[src/hdl/ddo_pkg.sv]
// ddo_pkg: shared types, constants and the arctangent table of the odometry core
// no dependencies; used by every other file of the block
`default_nettype none

package ddo_pkg;

  localparam int CntW     = 32;
  localparam int TimeW    = 20;
  localparam int DistW    = 32;
  localparam int AngW     = 31;
  localparam int PosW     = 48;
  localparam int HeadW    = 32;
  localparam int SpdW     = 32;
  localparam int RateW    = 48;
  localparam int CfgIdxW  = 2;
  localparam int CfgDataW = 32;
  localparam int StageW   = 5;
  localparam int StepCntW = 6;

  localparam logic [CfgIdxW-1:0] RegDist  = 2'd0;
  localparam logic [CfgIdxW-1:0] RegAngle = 2'd1;

  localparam logic [DistW-1:0] DistReset  = 32'd2697000;
  localparam logic [AngW-1:0]  AngReset   = 31'd1431655;
  localparam logic [31:0]      UsecPerSec = 32'd1000000;
  localparam logic [33:0]      CordicGain = 34'd652032874;

  // quotient lengths of the two divisions
  localparam int SpdSteps  = 32;
  localparam int RateSteps = 48;

  typedef struct packed {
    logic signed [CntW-1:0] left_count;
    logic signed [CntW-1:0] right_count;
    logic [TimeW-1:0]       step_time;
  } in_item_t;

  typedef struct packed {
    logic signed [PosW-1:0]  pos_x;
    logic signed [PosW-1:0]  pos_y;
    logic signed [HeadW-1:0] heading;
    logic signed [SpdW-1:0]  linear_speed;
    logic signed [RateW-1:0] turn_rate;
  } out_item_t;

  typedef enum logic [4:0] {
    OP_NONE,
    OP_LOAD,
    OP_MUL_M,
    OP_MUL_T,
    OP_NS_LO,
    OP_NS_HI,
    OP_DIVS_INIT,
    OP_DIV_STEP,
    OP_SPD,
    OP_X_HI,
    OP_X_LO,
    OP_Y_HI,
    OP_Y_LO,
    OP_ACC,
    OP_NT_LO,
    OP_NT_HI,
    OP_DIVT_INIT,
    OP_RATE,
    OP_OUT
  } ddo_op_e;

  typedef struct packed {
    ddo_op_e           op;
    logic              cordic_step;
    logic [StageW-1:0] stage;
  } ddo_cmd_t;

  typedef struct packed {
    logic out_busy;
  } ddo_status_t;

  // rounded atan(2^-i) in binary angle units
  function automatic logic [31:0] ddo_atan(input logic [StageW-1:0] i);
    logic [31:0] v;
    case (i)
      5'd0:    v = 32'h20000000;
      5'd1:    v = 32'h12E4051E;
      5'd2:    v = 32'h09FB385B;
      5'd3:    v = 32'h051111D4;
      5'd4:    v = 32'h028B0D43;
      5'd5:    v = 32'h0145D7E1;
      5'd6:    v = 32'h00A2F61E;
      5'd7:    v = 32'h00517C55;
      5'd8:    v = 32'h0028BE53;
      5'd9:    v = 32'h00145F2F;
      5'd10:   v = 32'h000A2F98;
      5'd11:   v = 32'h000517CC;
      5'd12:   v = 32'h00028BE6;
      5'd13:   v = 32'h000145F3;
      5'd14:   v = 32'h0000A2FA;
      5'd15:   v = 32'h0000517D;
      5'd16:   v = 32'h000028BE;
      5'd17:   v = 32'h0000145F;
      5'd18:   v = 32'h00000A30;
      5'd19:   v = 32'h00000518;
      5'd20:   v = 32'h0000028C;
      5'd21:   v = 32'h00000146;
      5'd22:   v = 32'h000000A3;
      5'd23:   v = 32'h00000051;
      5'd24:   v = 32'h00000029;
      5'd25:   v = 32'h00000014;
      5'd26:   v = 32'h0000000A;
      5'd27:   v = 32'h00000005;
      5'd28:   v = 32'h00000003;
      5'd29:   v = 32'h00000001;
      5'd30:   v = 32'h00000001;
      default: v = 32'h00000000;
    endcase
    return v;
  endfunction

endpackage

`default_nettype wire

[src/hdl/ddo_ctrl.sv]
// ddo_ctrl: sequencer that walks the datapath through one odometry update
// depends on ddo_pkg for the command and status types
`default_nettype none

module ddo_ctrl #(
  parameter int CORDIC_STAGES = 24
) (
  input  wire                  clk_i,
  input  wire                  rst_ni,
  input  wire                  in_valid_i,
  output logic                 in_ready_o,
  input  ddo_pkg::ddo_status_t status_i,
  output ddo_pkg::ddo_cmd_t    cmd_o
);
  import ddo_pkg::*;

  typedef enum logic [4:0] {
    S_IDLE, S_MUL_M, S_MUL_T, S_NS_LO, S_NS_HI, S_DIVS_INIT, S_DIVS, S_SPD,
    S_X_HI, S_X_LO, S_Y_HI, S_Y_LO, S_ACC, S_NT_LO, S_NT_HI, S_DIVT_INIT,
    S_DIVT, S_RATE, S_OUT
  } state_e;

  state_e                state_q;
  logic [StepCntW-1:0]   cnt_q;
  logic                  ready_q;

  always_ff @(posedge clk_i or negedge rst_ni) begin
    if (!rst_ni) begin
      state_q <= S_IDLE;
      cnt_q   <= '0;
      ready_q <= 1'b1;
    end else begin
      case (state_q)
        S_IDLE: begin
          if (in_valid_i) begin
            state_q <= S_MUL_M;
            ready_q <= 1'b0;
          end
        end
        S_MUL_M:     state_q <= S_MUL_T;
        S_MUL_T:     state_q <= S_NS_LO;
        S_NS_LO:     state_q <= S_NS_HI;
        S_NS_HI:     state_q <= S_DIVS_INIT;
        S_DIVS_INIT: begin
          state_q <= S_DIVS;
          cnt_q   <= '0;
        end
        S_DIVS: begin
          if (cnt_q == StepCntW'(SpdSteps - 1)) begin
            state_q <= S_SPD;
            cnt_q   <= '0;
          end else begin
            cnt_q <= cnt_q + 1'b1;
          end
        end
        S_SPD:       state_q <= S_X_HI;
        S_X_HI:      state_q <= S_X_LO;
        S_X_LO:      state_q <= S_Y_HI;
        S_Y_HI:      state_q <= S_Y_LO;
        S_Y_LO:      state_q <= S_ACC;
        S_ACC:       state_q <= S_NT_LO;
        S_NT_LO:     state_q <= S_NT_HI;
        S_NT_HI:     state_q <= S_DIVT_INIT;
        S_DIVT_INIT: begin
          state_q <= S_DIVT;
          cnt_q   <= '0;
        end
        S_DIVT: begin
          if (cnt_q == StepCntW'(RateSteps - 1)) begin
            state_q <= S_RATE;
            cnt_q   <= '0;
          end else begin
            cnt_q <= cnt_q + 1'b1;
          end
        end
        S_RATE:      state_q <= S_OUT;
        S_OUT: begin
          if (!status_i.out_busy) begin
            state_q <= S_IDLE;
            ready_q <= 1'b1;
          end
        end
        default: begin
          state_q <= S_IDLE;
          ready_q <= 1'b1;
        end
      endcase
    end
  end

  assign in_ready_o = ready_q;

  always_comb begin
    cmd_o             = '0;
    cmd_o.op          = OP_NONE;
    cmd_o.stage       = cnt_q[StageW-1:0];
    cmd_o.cordic_step = (state_q == S_DIVS) && (int'(cnt_q) < CORDIC_STAGES);
    case (state_q)
      S_IDLE:      cmd_o.op = in_valid_i ? OP_LOAD : OP_NONE;
      S_MUL_M:     cmd_o.op = OP_MUL_M;
      S_MUL_T:     cmd_o.op = OP_MUL_T;
      S_NS_LO:     cmd_o.op = OP_NS_LO;
      S_NS_HI:     cmd_o.op = OP_NS_HI;
      S_DIVS_INIT: cmd_o.op = OP_DIVS_INIT;
      S_DIVS:      cmd_o.op = OP_DIV_STEP;
      S_SPD:       cmd_o.op = OP_SPD;
      S_X_HI:      cmd_o.op = OP_X_HI;
      S_X_LO:      cmd_o.op = OP_X_LO;
      S_Y_HI:      cmd_o.op = OP_Y_HI;
      S_Y_LO:      cmd_o.op = OP_Y_LO;
      S_ACC:       cmd_o.op = OP_ACC;
      S_NT_LO:     cmd_o.op = OP_NT_LO;
      S_NT_HI:     cmd_o.op = OP_NT_HI;
      S_DIVT_INIT: cmd_o.op = OP_DIVT_INIT;
      S_DIVT:      cmd_o.op = OP_DIV_STEP;
      S_RATE:      cmd_o.op = OP_RATE;
      S_OUT:       cmd_o.op = status_i.out_busy ? OP_NONE : OP_OUT;
      default:     cmd_o.op = OP_NONE;
    endcase
  end

endmodule

`default_nettype wire

[config.mk]
export PLATFORM = sky130hd
export DESIGN_NAME = ddo_ctrl
export DESIGN_NICKNAME = d
export VERILOG_FILES = /design/src/hdl/ddo_pkg.sv /design/src/hdl/ddo_ctrl.sv
export SDC_FILE = /design/constraint.sdc
export NUM_CORES = 1
export LEC_CHECK = 0
export BUFFER_PORTS_ARGS = -buffer_cell sky130_fd_sc_hd__buf_2
export CORE_UTILIZATION = 58
export CTS_BUF_LIST = sky130_fd_sc_hd__clkbuf_8
export CTS_CLUSTER_DIAMETER = 60
export DETAILED_ROUTE_END_ITERATION = 8
export PLACE_DENSITY_LB_ADDON = 0.1
export SLEW_MARGIN = 20
export SYNTH_ARGS = -nofsm -noshare
export SYNTH_HDL_FRONTEND = slang
export SYNTH_SLANG_ARGS = --single-unit
[constraint.sdc]
create_clock -name clk_i -period 2.1 [get_ports clk_i]
set_input_delay 0.42 -clock clk_i [delete_from_list [all_inputs] [get_ports clk_i]]
set_output_delay 0.42 -clock clk_i [all_outputs]
set_load 0.05 [all_outputs]
# [Word level (Yosys, flattened, before mapping)]
# Index checks and enable logic that the tools add are counted.
[word_totals] reg_bits=12 out_inout_bits=12 elab_cells=52 input_bits=4
[classes] n_addsub=1 mux=14 bitwise=1 n_reduce_logical=8 order_cmp=1 eq_ne=24
[op_table] op="$pmux W5 S19" count=1
[op_table] op="$pmux W5 S18" count=1
[op_table] op="$eq A5 B4 Y1 const B" count=8
[op_table] op="$mux W5" count=5
[op_table] op="$eq A5 B3 Y1 const B" count=4
[op_table] op="$pmux W6 S3" count=1
[op_table] op="$reduce_or A17 Y1" count=1
[op_table] op="$eq A5 B5 Y1 const B" count=3
[op_table] op="$mux W6" count=2
[op_table] op="$eq A5 B2 Y1 const B" count=2
[op_table] op="$ne A2 B2 Y1 const B" count=4
[op_table] op="$add A6 B1 Y6 const B" count=1
[op_table] op="$eq A6 B5 Y1 const B" count=1
[op_table] op="$eq A6 B6 Y1 const B" count=1
[op_table] op="$lt A6 B5 Y1 const B" count=1
[op_table] op="$eq A5 B1 Y1 const B" count=1
[op_table] op="$logic_not A5 Y1" count=1
[op_table] op="$reduce_and A4 Y1" count=1
[op_table] op="$reduce_or A2 Y1" count=2
[op_table] op="$mux W1" count=3
[op_table] op="$pmux W1 S3" count=1
[op_table] op="$reduce_and A3 Y1" count=1
[op_table] op="$reduce_bool A3 Y1" count=1
[op_table] op="$logic_and A1 B1 Y1" count=1
[op_table] op="$not A1 Y1" count=1

# [Longest topological paths before layout]
[depth] ltp_word=4 depth_mapped=6 mapped_depth_nobuf=6

# [Least setup slack after synthesis]
# OpenSTA, ideal clock, no wires.
[synth_path] path_kind="register -> output" from="register state_q[1]" to="output port cmd_o[8] (netlist bit)" required_ns=1.680 setup_slack_ns=-0.423 n_path_buf=2 path_stages_with_launch=6 arrival_time_ns=2.103 path_cell_list="dfrtp_1 buf_2 buf_1 nand2_1 xnor2_1 o21ai_0"
[synth_rtl] item="start, declared" line_no="ddo_ctrl.sv:23" rtl="state_e state_q;"
[synth_rtl] item="start signal, assigned" line_no="ddo_ctrl.sv:29" rtl="state_q <= S_IDLE;"
[synth_rtl] item="start signal, assigned" line_no="ddo_ctrl.sv:36" rtl="state_q <= S_MUL_M;"
[synth_rtl] item="start signal, assigned" line_no="ddo_ctrl.sv:40" rtl="S_MUL_M: state_q <= S_MUL_T;"
[synth_rtl] item="end, declared" line_no="ddo_ctrl.sv:13" rtl="output ddo_pkg::ddo_cmd_t cmd_o"

==> impl_metrics.csv <==
group,metric,value,unit
clock_tree,clock_latency,0.25,ns
clock_tree,cts_sinks,12,
placement,place_area,0.00107,sq mm
floorplan,pin_count,16,
logic_synthesis,postSynthAreaPerCell,7.98,sq um
floorplan,die-height,43.6,um
worst_setup_path,cpPeakStageDelay,0.51,ns
clock_tree,htreeDepth,1,
final_layout,layout-drive-gt1-share,0.290,
run,drv_cap,0,
floorplan,die_w,43.6,um
final_layout,antenna_cells,0,
drt,avgViaCountPerCell,6.41,
final_layout,num-nets-final,144,
global_routing,grt_pass1_vias,873,
logic_synthesis,yosysTopAreaCellShare,0.274,
sta,fin_setup_tns,0,ns
clock_tree,cts_tree,"built",
clock_tree,root_buffer,"clkbuf_8",
drt,routed_wl,2360,um
clock_tree,cts_made_buffers,3,
logic_synthesis,ys_ff_latch,12,
floorplan,start_util,0.645,
floorplan,die-area,0.00190,sq mm
worst_setup_path,cp_cell_sequence,"or3b_1, o32ai_2, buf_4",
sta,worstMarginPinSlew,0.404,ns
global_routing,track_usage,0.270,
sta,hold_viol_final,0,
logic_synthesis,synth_top_flop_cell,"dfrtp_1",
final_layout,syn2layout_area_growth,13.8,%
logic_synthesis,synth_edf_count,0,
logic_synthesis,synthCells,126,
sta,setup_viol,0,
drt,ant_nets,0,
logic_synthesis,synth_fp_nets,131,
worst_setup_path,path_buf_inv,1,
worst_setup_path,crit_slowest_cell,"dfrtp_2",
run_status,violations,"design-rule violations",
clock_tree,post-cts-setup-buffers,0,
sta,maxSlewViolCount,0,
floorplan,core-area,0.00156,sq mm
worst_setup_path,cp-end-kind,"output port",
placement,pre_cts_ws,0.134,ns
drt,dr.pass1.iters,6,
logic_synthesis,synth_top_area_cell,"dfrtp_1",
sta,fin_ws,0.0660,ns
run_status,status,"finished, violations left",
sta,skew,0.00187,ns
global_routing,overflow,0,
worst_setup_path,worst-endpoint-required,1.68,ns
drt,drt_drc_violations_left,1,
worst_setup_path,cp_max_fo,16,
logic_synthesis,yosys.cell_count.top_type,"nor2_1",
worst_setup_path,critPathKind,"flip-flop to output port",
sta,fmax,0.492,GHz
min_path,holdCritPathClass,"input pin to async pin",
logic_synthesis,ys_seq_area_frac,0.300,
drt,drtIter0Drc,23,
worst_setup_path,path_delay_family,"flip-flops",
worst_setup_path,start_kind,"flip-flop",
logic_synthesis,synth_warnings,0,
final_layout,final_area,0.00114,sq mm
global_routing,grt_pass1_wl,3800,um
logic_synthesis,synth_common_cells,"nor2_1 (12), dfrtp_1 (11), nand2_1 (10)",
logic_synthesis,yosys-top-cells-area,"dfrtp_1 (27%), buf_4 (4.5%), nor2_1 (4.5%)",
drt,vias,987,
floorplan,rows,14,
placement,dp.final_hpwl,1670,um
final_layout,post-route-util,0.734,
sta,fin_crit,2.03,ns
placement,place.gp.congestion,0.864,
worst_setup_path,arrival,1.61,ns
sta,grt_setup_unrepaired,"true",
drt,avgRoutedWirePerCell,15.3,um
logic_synthesis,synth.cell_area,0.00101,sq mm
placement,io_buffers,15,
global_routing,grt_max_degree,17,
logic_synthesis,synthDistinctLibCells,43,
global_routing,grt_antenna_before_repair,0,
sta,slew_headroom,0.729,
clock_tree,clkSlewWorstSetupHoldPaths,0.05,ns
clock_tree,cts_buffer_depth,2,
sta,fin_crit_sh,0.969,
logic_synthesis,ys_async_sr_fraction,1.00,
## cells in the final DEF (no fill, tap or decap), drive strengths merged, types with 2 or more instances in the layout
cell	instances
nand2	10
clkbuf	6
nand3	7
inv	4
a2111oi	2
buf	19
nor3	7
o21ai	10
o22ai	3
nor2	12
nand3b	2
a32oi	2
nand2b	5
xor2	2
o31ai	4
and3	2
or3	2
a21o	2
a31oi	2
a21oi	7
or3b	3
dfrtp	11
## registers in the layout, summed over array words and instances, names as in the netlist
register,cells
in_ready_o,1
state_q,5
cnt_q,6
## per-layer routing
| metal | up-vias | wire (um) | track usage | part of all wire |
|---|---|---|---|---|
| li1 | 480 | - | - | - |
| met1 | 465 | 1090 | 0.395 | 0.46 |
| met2 | 37 | 1080 | 0.400 | 0.45 |
| met3 | 5 | 160 | 0.0375 | 0.068 |
| met4 | 0 | 34 | 0.113 | 0.014 |
| met5 | - | 0 | 0 | 0 |
## final timing paths
path	slack [ns]	cells after the start	from	to
setup / recovery	0.07	3	state_q[3]	cmd_o[6]
hold / removal	0.05	1	rst_ni	state_q[3]
setup reg to reg	0.15	5	state_q[3]	cnt_q[5]
hold reg to reg	0.53	2	in_ready_o	in_ready_o
max in group asynchronous	1.77	1	rst_ni	in_ready_o
min in group clk_i	0.53	2	in_ready_o	in_ready_o
## through the flow
step	hold WS, ns	instances
floorplan	0.124	126
global route	0.0786	154
CTS	0.0601	154
global placement	0.317	150
detailed placement	0.322	150
finish	0.0506	154
## kinds of logic after synthesis
family,share of synthesized area
DFF,0.300
buffers and inverters,0.103
AOI/OAI and AO/OA,0.250
xor gates and xnor gates,0.0261
and+or+nand+nor,0.308
adders and majority gates,0.0124
## worst reg2reg max path: cells and delay by family, from the launching register on
family | cells | cell delay, ns
simple gates | 4 | 1.05
flops | 1 | 0.51
compound gates | 1 | 0.30
## layout make-up
cell class | instances | area (sq um)
Clock buffer | 4 | 55.1
Multi-Input combinational cell | 97 | 621
Inverter | 4 | 15.0
Fill cell | 119 | 414
Timing Repair Buffer | 21 | 128
Sequential cell | 12 | 307
Tap cell | 16 | 20.0
## what timing repair did
| action | in CTS | in global routing |
|---|---|---|
| setup endpoints to repair | 3 | 5 |
| gates resized for setup | 4 | 5 |
| pin swaps | 0 | 0 |
| hold buffers | 0 | 0 |
Power is not shown: default switching activity piles up to over one toggle a cycle in this logic, so the estimate is an artifact.
